$ cat src/sv/spq_pkg.sv
`default_nettype none

package spq_pkg;

    localparam int DEPTH_DEFAULT = 16;
    localparam int VALUE_W       = 32;
    localparam int CMD_W         = 2;
    localparam int STATUS_W      = 2;
    localparam int INDEX_W       = 4;
    localparam int COUNT_W       = 5;
    localparam int IN_DATA_W     = 32;
    localparam int IN_USER_W     = 8;
    localparam int OUT_FIELDS_W  = STATUS_W + 1 + INDEX_W + 2 * VALUE_W + COUNT_W;
    localparam int OUT_DATA_W    = ((OUT_FIELDS_W + 7) / 8) * 8;

    typedef enum logic [CMD_W-1:0] {
        CMD_INSERT = 2'd0,
        CMD_REMOVE = 2'd1,
        CMD_SEARCH = 2'd2
    } cmd_t;

    typedef enum logic [STATUS_W-1:0] {
        ST_DONE  = 2'd0,
        ST_EMPTY = 2'd1,
        ST_FULL  = 2'd2
    } status_t;

    // Per-transfer control broadcast to every cell of the chain.
    typedef struct packed {
        logic                      ins;
        logic                      rem;
        logic                      srch;
        logic                      step;
        logic signed [VALUE_W-1:0] value;
    } ctrl_t;

endpackage

`default_nettype wire

$ cat src/sv/sorted_priority_queue.sv
// Sorted priority queue of signed 32-bit values, smallest at the head.
//
// Commands arrive on the s_ channel: s_tuser carries the command (insert,
// remove smallest, search) and s_tdata the value or search key. Each
// command yields exactly one result on the m_ channel with status, found
// flag, position of the first match, head and tail values and the count.
//
// The storage is a row of DEPTH cells. All cells compare against the
// command value in parallel and shift to their neighbor in the same cycle,
// so the list is updated at the transfer edge, where the per-cell match
// flags are registered too. They are then reduced and loaded into the
// output register once it is free, and a new command is taken every
// cycle while m_tready stays high.
//
// Reset empties the queue (count zero); cell contents are left as they are
// and cells from the count up are ignored. When the receiver stalls, the result
// is held in the output register; one more command may be taken, and its
// result waits inside until the output register frees up.
`default_nettype none

module sorted_priority_queue #(
    parameter int DEPTH = spq_pkg::DEPTH_DEFAULT
) (
    input  wire                               clk,
    input  wire                               rst_n,
    input  wire                               s_tvalid,
    output logic                              s_tready,
    // s_tdata: value [31:0]
    input  wire  [spq_pkg::IN_DATA_W-1:0]     s_tdata,
    // s_tuser: cmd [1:0], zero [7:2]
    input  wire  [spq_pkg::IN_USER_W-1:0]     s_tuser,
    output logic                              m_tvalid,
    input  wire                               m_tready,
    // m_tdata: status [1:0], found [2], found_index [6:3], head_value [38:7],
    //          tail_value [70:39], count [75:71], zero [79:76]
    output logic [spq_pkg::OUT_DATA_W-1:0]    m_tdata
);

    localparam int CW = $clog2(DEPTH + 1);
    localparam int VW = spq_pkg::VALUE_W;

    spq_pkg::ctrl_t     ctrl;
    spq_pkg::cmd_t      cmd;
    spq_pkg::status_t   status_next;
    spq_pkg::status_t   status_reg;

    logic                    accept;
    logic                    full;
    logic                    empty;
    logic                    out_load;
    logic signed [VW-1:0]    value;

    logic [CW-1:0]           count_reg;
    logic [CW-1:0]           count_next;
    logic signed [VW-1:0]    tail_reg;
    logic signed [VW-1:0]    tail_next;
    logic                    pend_reg;
    logic                    pend_next;
    logic                    m_tvalid_reg;
    logic                    m_tvalid_next;
    logic [spq_pkg::OUT_DATA_W-1:0] m_tdata_reg;

    logic signed [VW-1:0]    entry_w [DEPTH];
    logic [DEPTH-1:0]        le_w;
    logic [DEPTH-1:0]        eq_w;
    logic [DEPTH-1:0]        hit_w;

    logic                         found;
    logic [spq_pkg::INDEX_W-1:0]  found_index;
    logic signed [VW-1:0]         head_out;
    logic signed [VW-1:0]         tail_out;

    assign cmd      = spq_pkg::cmd_t'(s_tuser[spq_pkg::CMD_W-1:0]);
    assign value    = $signed(s_tdata[VW-1:0]);
    assign accept   = s_tvalid && s_tready;
    assign full     = count_reg == CW'(DEPTH);
    assign empty    = count_reg == '0;
    assign out_load = pend_reg && (!m_tvalid_reg || m_tready);
    assign s_tready = !pend_reg || out_load;

    always_comb
    begin
        ctrl        = '0;
        ctrl.step   = accept;
        ctrl.value  = value;
        status_next = spq_pkg::ST_DONE;
        count_next  = count_reg;
        tail_next   = tail_reg;
        unique case (cmd)
            spq_pkg::CMD_INSERT:
            begin
                if (full)
                begin
                    status_next = spq_pkg::ST_FULL;
                end
                else
                begin
                    ctrl.ins   = accept;
                    if (accept)
                    begin
                        count_next = count_reg + CW'(1);
                        if (empty || value >= tail_reg)
                        begin
                            tail_next = value;
                        end
                    end
                end
            end
            spq_pkg::CMD_REMOVE:
            begin
                if (empty)
                begin
                    status_next = spq_pkg::ST_EMPTY;
                end
                else
                begin
                    ctrl.rem = accept;
                    if (accept)
                    begin
                        count_next = count_reg - CW'(1);
                    end
                end
            end
            spq_pkg::CMD_SEARCH:
            begin
                if (empty)
                begin
                    status_next = spq_pkg::ST_EMPTY;
                end
                else
                begin
                    ctrl.srch = accept;
                end
            end
            default:
            begin
                status_next = spq_pkg::ST_DONE;
            end
        endcase
    end

    genvar gi;
    generate
        for (gi = 0; gi < DEPTH; gi++)
        begin : g_cell
            logic signed [VW-1:0] left_entry;
            logic signed [VW-1:0] right_entry;
            logic                 left_le;
            logic                 left_eq;

            if (gi == 0)
            begin : g_first
                assign left_entry = value;
                assign left_le    = 1'b1;
                assign left_eq    = 1'b0;
            end
            else
            begin : g_inner
                assign left_entry = entry_w[gi-1];
                assign left_le    = le_w[gi-1];
                assign left_eq    = eq_w[gi-1];
            end

            if (gi == DEPTH - 1)
            begin : g_last
                assign right_entry = entry_w[gi];
            end
            else
            begin : g_body
                assign right_entry = entry_w[gi+1];
            end

            spq_cell #(
                .INDEX (gi),
                .DEPTH (DEPTH)
            ) u_cell (
                .clk         (clk),
                .ctrl        (ctrl),
                .count       (count_reg),
                .left_entry  (left_entry),
                .left_le     (left_le),
                .left_eq     (left_eq),
                .right_entry (right_entry),
                .entry       (entry_w[gi]),
                .le          (le_w[gi]),
                .eq          (eq_w[gi]),
                .hit         (hit_w[gi])
            );
        end
    endgenerate

    // At most one cell flags the first match, so the position is an OR.
    always_comb
    begin
        found_index = '0;
        for (int i = 0; i < DEPTH; i++)
        begin
            found_index = found_index
                        | ({spq_pkg::INDEX_W{hit_w[i]}} & spq_pkg::INDEX_W'(i));
        end
    end

    assign found    = |hit_w;
    assign head_out = empty ? '0 : entry_w[0];
    assign tail_out = empty ? '0 : tail_reg;

    always_comb
    begin
        pend_next = pend_reg;
        if (accept)
        begin
            pend_next = 1'b1;
        end
        else if (out_load)
        begin
            pend_next = 1'b0;
        end
    end

    always_comb
    begin
        m_tvalid_next = m_tvalid_reg;
        if (out_load)
        begin
            m_tvalid_next = 1'b1;
        end
        else if (m_tready)
        begin
            m_tvalid_next = 1'b0;
        end
    end

    always_ff @(posedge clk or negedge rst_n)
    begin
        if (!rst_n)
        begin
            count_reg    <= '0;
            pend_reg     <= 1'b0;
            m_tvalid_reg <= 1'b0;
        end
        else
        begin
            count_reg    <= count_next;
            pend_reg     <= pend_next;
            m_tvalid_reg <= m_tvalid_next;
        end
    end

    always_ff @(posedge clk)
    begin
        tail_reg <= tail_next;
        if (accept)
        begin
            status_reg <= status_next;
        end
        if (out_load)
        begin
            m_tdata_reg <= spq_pkg::OUT_DATA_W'({
                spq_pkg::COUNT_W'(count_reg),
                tail_out,
                head_out,
                found_index,
                found,
                status_reg
            });
        end
    end

    assign m_tvalid = m_tvalid_reg;
    assign m_tdata  = m_tdata_reg;

endmodule

`default_nettype wire

$ cat src/sv/spq_cell.sv
`default_nettype none

module spq_cell #(
    parameter int INDEX = 0,
    parameter int DEPTH = spq_pkg::DEPTH_DEFAULT,
    localparam int CW   = $clog2(DEPTH + 1)
) (
    input  wire                                  clk,
    input  wire  spq_pkg::ctrl_t                 ctrl,
    input  wire  [CW-1:0]                        count,
    input  wire  signed [spq_pkg::VALUE_W-1:0]   left_entry,
    input  wire                                  left_le,
    input  wire                                  left_eq,
    input  wire  signed [spq_pkg::VALUE_W-1:0]   right_entry,
    output logic signed [spq_pkg::VALUE_W-1:0]   entry,
    output logic                                 le,
    output logic                                 eq,
    output logic                                 hit
);

    localparam logic [CW-1:0] IDX = CW'(INDEX);

    logic signed [spq_pkg::VALUE_W-1:0] entry_reg;
    logic signed [spq_pkg::VALUE_W-1:0] entry_next;
    logic                               hit_reg;
    logic                               hit_next;
    logic                               occupied;

    assign occupied = IDX < count;
    assign le       = occupied && (entry_reg <= ctrl.value);
    assign eq       = occupied && (entry_reg == ctrl.value);

    always_comb
    begin
        entry_next = entry_reg;
        if (ctrl.ins && !le)
        begin
            // The new value lands in the first cell that holds a larger one, or else in
            // the first free cell; every cell after it takes its left neighbor's value.
            entry_next = left_le ? ctrl.value : left_entry;
        end
        else if (ctrl.rem)
        begin
            entry_next = right_entry;
        end
    end

    // Equal values are contiguous, so the first match is a match whose
    // left neighbor does not match.
    assign hit_next = ctrl.srch && eq && !left_eq;

    always_ff @(posedge clk)
    begin
        entry_reg <= entry_next;
        if (ctrl.step)
        begin
            hit_reg <= hit_next;
        end
    end

    assign entry = entry_reg;
    assign hit   = hit_reg;

endmodule

`default_nettype wire

$ cat config.mk
export PLATFORM = sky130hd
export DESIGN_NAME = sorted_priority_queue
export DESIGN_NICKNAME = d
export VERILOG_FILES = /design/src/sv/spq_pkg.sv /design/src/sv/sorted_priority_queue.sv /design/src/sv/spq_cell.sv
export SDC_FILE = /design/constraint.sdc
export NUM_CORES = 2
export LEC_CHECK = 0
export CAP_MARGIN = 20
export CORE_MARGIN = 2
export CORE_UTILIZATION = 45
export DETAILED_ROUTE_END_ITERATION = 10
export DONT_BUFFER_PORTS = 1
export HOLD_SLACK_MARGIN = 0.12
export PLACE_DENSITY_LB_ADDON = 0.1
export SKIP_CTS_REPAIR_TIMING = 1
export SYNTH_ARGS = -nofsm -noshare
export SYNTH_HDL_FRONTEND = slang
export SYNTH_HIERARCHICAL = 1
export SYNTH_SLANG_ARGS = --single-unit
$ cat constraint.sdc
create_clock -name clk -period 3.93 [get_ports clk]
set_clock_uncertainty 0.2 [all_clocks]
set_input_delay 0.786 -clock clk [delete_from_list [all_inputs] [get_ports clk]]
set_output_delay 0.786 -clock clk [all_outputs]
set_load 0.05 [all_outputs]
; Yosys cells after proc, flatten, opt, wreduce, memory -nomap -nowiden
; Cells that the tools add are included.
[word_totals]
elab_cells = 315
out_inout_bits = 82
ff_bits = 645
[op_classes]
addsub = 2
muxes = 62
reduce_logical = 141
bitwise_logic = 15
order_cmp = 33
n_eq_ne = 23
[op_table]
columns = op, count
row1 = $mux 32, 45
row2 = $eq 32x32->1, 16
row3 = $le 32x32->1, 16
row4 = $logic_and 1x1->1, 81
row5 = $lt 4x5->1 const A, 8
row6 = $reduce_bool 2->1, 18
row7 = $logic_not 1->1, 33
row8 = $ge 32x32->1, 1
row9 = $or 4x4->4, 7
row10 = $lt 3x5->1 const A, 4
row11 = $mux 5, 4
row12 = $reduce_or 16->1, 1
row13 = $lt 1x5->1 const A, 2
row14 = $lt 2x5->1 const A, 2
row15 = $mux 1, 10
row16 = $pmux 5 s2, 1
row17 = $or 3x3->3, 3
row18 = $ne 2x2->1 const B, 4
row19 = $add 5x1->5 const B, 1
row20 = $eq 5x5->1 const B, 1
row21 = $logic_not 5->1, 1
row22 = $reduce_and 5->1, 1
row23 = $sub 5x1->5 const B, 1
row24 = $or 3x4->4, 1
row25 = 12 further kinds, 14

; Longest topological paths before layout
[depth]
word_depth = 14
mapped_depth = 14
depth_no_buf = 12

; By module
; The synthesis kept the hierarchy.
[modules_own_cells]
columns = module, seq_area_each_um2, instances, area_per_inst_um2, cells_each
row1 = spq_cell at g_cell[14].u_cell ..., 991.0, 2, 2747.6, 229
row2 = sorted_priority_queue, 3478.3, 1, 5131.2, 370
row3 = spq_cell at g_cell[15].u_cell, 991.0, 1, 2800.2, 234
row4 = spq_cell at g_cell[10].u_cell, 991.0, 1, 2795.2, 230
row5 = spq_cell at g_cell[8].u_cell, 991.0, 1, 2793.9, 230
row6 = spq_cell at g_cell[0].u_cell, 991.0, 1, 2790.2, 237
row7 = spq_cell at g_cell[2].u_cell, 991.0, 1, 2787.7, 235
row8 = spq_cell at g_cell[1].u_cell, 991.0, 1, 2785.2, 235
row9 = spq_cell at g_cell[3].u_cell, 991.0, 1, 2783.9, 235
row10 = spq_cell at g_cell[11].u_cell, 991.0, 1, 2776.4, 235
row11 = spq_cell at g_cell[7].u_cell, 991.0, 1, 2775.2, 235
row12 = spq_cell at g_cell[4].u_cell, 991.0, 1, 2753.9, 230
row13 = spq_cell at g_cell[9].u_cell, 991.0, 1, 2752.6, 229
row14 = spq_cell at g_cell[12].u_cell, 991.0, 1, 2751.4, 230
row15 = +2 rows, --, --, --, --

; Worst setup path before layout
; Ideal clock, no wire load.
[synth_path]
path_kind = input port to flip-flop
start = input m_tready
end = register g_cell[1].u_cell.entry_reg, in the netlist g_cell[1].u_cell/entry[0], enable pin
stages = 8
path_buffers = 1
t_arrival_ns = 4.529
setup_ns = 0.390
slack_ns = -1.189
required_time_ns = 3.340
cell_sequence = nand3b_1 > and2_0 > nand3_1 > inv_1 > or3b_2 > nand3_4 > buf_6 > or2_1
[synth_rtl]
columns = item, line_no
row1 = from (decl), sorted_priority_queue.sv:33  ; input wire m_tready,
row2 = to (signal assigned), spq_cell.sv:54  ; entry_reg <= entry_next;
row3 = to (decl), spq_cell.sv:23  ; logic signed [spq_pkg::VALUE_W-1:0] entry_reg;

; Worst setup path in the final report
[layout_path]
start = register g_cell[4].u_cell.entry_reg, in the netlist g_cell[4].u_cell/entry[27]
end = register g_cell[5].u_cell.entry_reg, in the netlist g_cell[5].u_cell/entry[27] (data pin)
[layout_via]
elab_chain_len = 4
[layout_rtl]
columns = item, line_no
row1 = from (decl), spq_cell.sv:23
row2 = from (signal assigned), spq_cell.sv:54
row3 = $le 32x32->1, spq_cell.sv:30  ; assign le = occupied && (entry_reg <= ctrl.value);
row4 = $logic_and 1x1->1, spq_cell.sv:30
row5 = named net g_cell[5].left_le, sorted_priority_queue.sv:148  ; logic left_le;
row6 = $mux 32, spq_cell.sv:40  ; entry_next = left_le ? ctrl.value : left_entry;
row7 = $mux 32, spq_cell.sv:36  ; if (ctrl.ins && !le)
row8 = "named net g_cell[5].u_cell.entry_next, one bit", spq_cell.sv:24  ; logic signed [spq_pkg::VALUE_W-1:0] entry_next;
row9 = to (signal assigned), spq_cell.sv:54
row10 = to (decl), spq_cell.sv:23
; The timed path passes the listed nets, and every way through them passes these cells.
; A chain may end at the register's enable or synchronous reset.

==> qor.csv <==
metric,value,unit
max-slew violations,0,
Initial DRC Count,1326,
vias per cell,5.31,
Pre-antenna DRT Iters,5,
FF+latch area,0.0193,mm2
Die X-Extent,335,um
port bufs,0,
DR top layer,met5,
max reg flops,512,
crit-path max cell delay,0.69,ns
Routed met2 length,54700,um
status,"complete, no violations",
Worst Setup End Kind,register,
"CTS clk-pin slew, worst paths",0.05,ns
DR WL/cell,19.8,um
Tcrit/Tclk final,97.4,%
vias in the first global route,32000,
CTS HTree Levels,3,
first-pass GRT wire length,177000,um
total wire length,115000,um
fill count,9485,
row cnt,121,
CTS tree,done,
CTS Buffer Depth,3,
multi-input logic area,0.0268,mm2
kind of critical path,register to register,
post-layout min period,3.83,ns
synthesized area per cell,12.1,um2
"Arr. time, crit path",4.03,ns
Die Span Y,335,um
M1 WL,53800,um
Mapped Area,0.0492,mm2
post-route insts no fill,5810,
RSZ-0062 raised after global routing,no,
reg2reg start,g_cell[4].u_cell/entry[27],
Startpoint Class,register,
Final HPWL DP,90000,um
IO Pins,126,
YS warnings,6,
Final setup viols,0,
Inserted Clock Buffers,80,
Slew Limit Headroom,39.0,%
Final Wtd Congestion,0.846,
final core utilization,51.6,%
latest clock arrival within the worst-skew pair,0.66,ns
crit-path cells,ha_1 > nand4_1 > or4_1 > nor3_1 > or4_1 > nand3_2 > nand2_1 > buf_12 > mux2_2 > mux2_1,
initial antenna violation count,5,
P_leak,24.3,nW
DR vias,30900,
Fin. Hold Viols,0,
r2r setup slk,0.10,ns
die area,0.112,mm2
Total GRT Usage,19.9,%
clk root buf,clkbuf_16,
Starting Density,45.3,%
P&R area growth vs syn,13.9,%
hold path start,status_reg[1],
Final ANT Viol Nets,0,
Core Box Area,0.109,mm2
slowest CP cell,or4_1,
CP Max Fanout,16,
met3 WL post-DR,3350,um
total overflow reported by the global router,0,
peak supply drop,0.283,mV
DRC Markers,0,
Post-Syn Instances,4084,
f_max,0.261,GHz
Critical Path Source,g_cell[4].u_cell/entry[27],
CP most frequent cell,or4_1,
MaxCap Viol Count,0,
Cell Count Post-Placement,5629,
Worst Tran Pin Value,0.914,ns
pwr/cell area,467,mW/mm2
Final nets,4928,
share of cells above drive strength 1,33.7,%
Sink Count,645,
Critical Path RT,4.14,ns
min-delay worst type,register to register,
largest net degree at the start of global routing,77,
## where the power goes
group          total (mW)  switching (mW)  internal, mW  leakage [nW]
Combinational        9.31            4.16          5.14          17.1
Sequential           9.51           0.838          8.67          6.00
Clock                7.37            2.96          4.41          1.26
Total                26.2            7.96          18.2          24.3
## layout make-up
| cell class | count | area share, % |
|---|---|---|
| Timing Repair Buffer | 287 | 5.85 |
| Clock buffer | 104 | 3.88 |
| Multi-Input combinational cell | 2712 | 47.9 |
| Sequential cell | 645 | 34.5 |
| Inverter | 606 | 4.06 |
| Antenna cell | 1 | 0.00446 |
| Tap cell | 1414 | 3.15 |
| Clock inverter | 41 | 0.714 |
## per-stage QoR
step / hold WS [ns] / cell area (um2) / power, mW / TNS (ns) / setup slack, ns
2_1_floorplan: 0.200 / 49300 / 16.2 / -2.42 / -0.0812
3_3_place_gp: 0.204 / 53200 / 18.8 / -44.50 / -0.179
3_5_place_dp: 0.205 / 53200 / 19.0 / -52.70 / -0.205
4_1_cts: -0.417 / 55700 / 26.5 / 0 / 0.158
5_1_grt: 0.226 / 56100 / 27.6 / 0 / 0.0348
6_report: 0.218 / 56100 / 26.2 / 0 / 0.101
## cell usage in the layout (no fill, tap or decap), types with 23 or more instances in the layout
cell,instances
buf_4,169
a21oi_1,248
nand4_1,125
ha_1,551
nand2_1,154
nand3_1,65
nor4_1,23
dlygate4sd3_1,35
and2_1,34
clkbuf_16,83
nor3_1,49
mux2_2,611
mux2_4,408
nor2_1,62
buf_12,83
inv_1,604
edfxtp_1,638
o21ai_0,66
## metal layers
layer  GRT usage [%]  up-vias
met5               0        -
met1            25.2    14700
met4            6.04        2
met3            2.78      184
met2            34.9      415
li1                -    15600
## path summary, 6_finish.rpt
path / end / cells after the start
hold / removal: m_tdata[1] / 0
max in group asynchronous: count_reg[0] / 1
min in group asynchronous: pend_reg / 1
hold reg to reg: m_tdata[1] / 0
setup reg to reg: g_cell[5].u_cell/entry[27] / 10
setup / recovery: g_cell[5].u_cell/entry[27] / 10
## critical path, delay by kind of cell (launching register included)
kind                       cells  cell delay (ns)
muxes                          2             0.62
adders and majority gates      1             0.36
buffers and inverters          1             0.19
and+or+nand+nor                6             1.74
DFF                            1             0.43
Power figures use the tool's default switching activity.
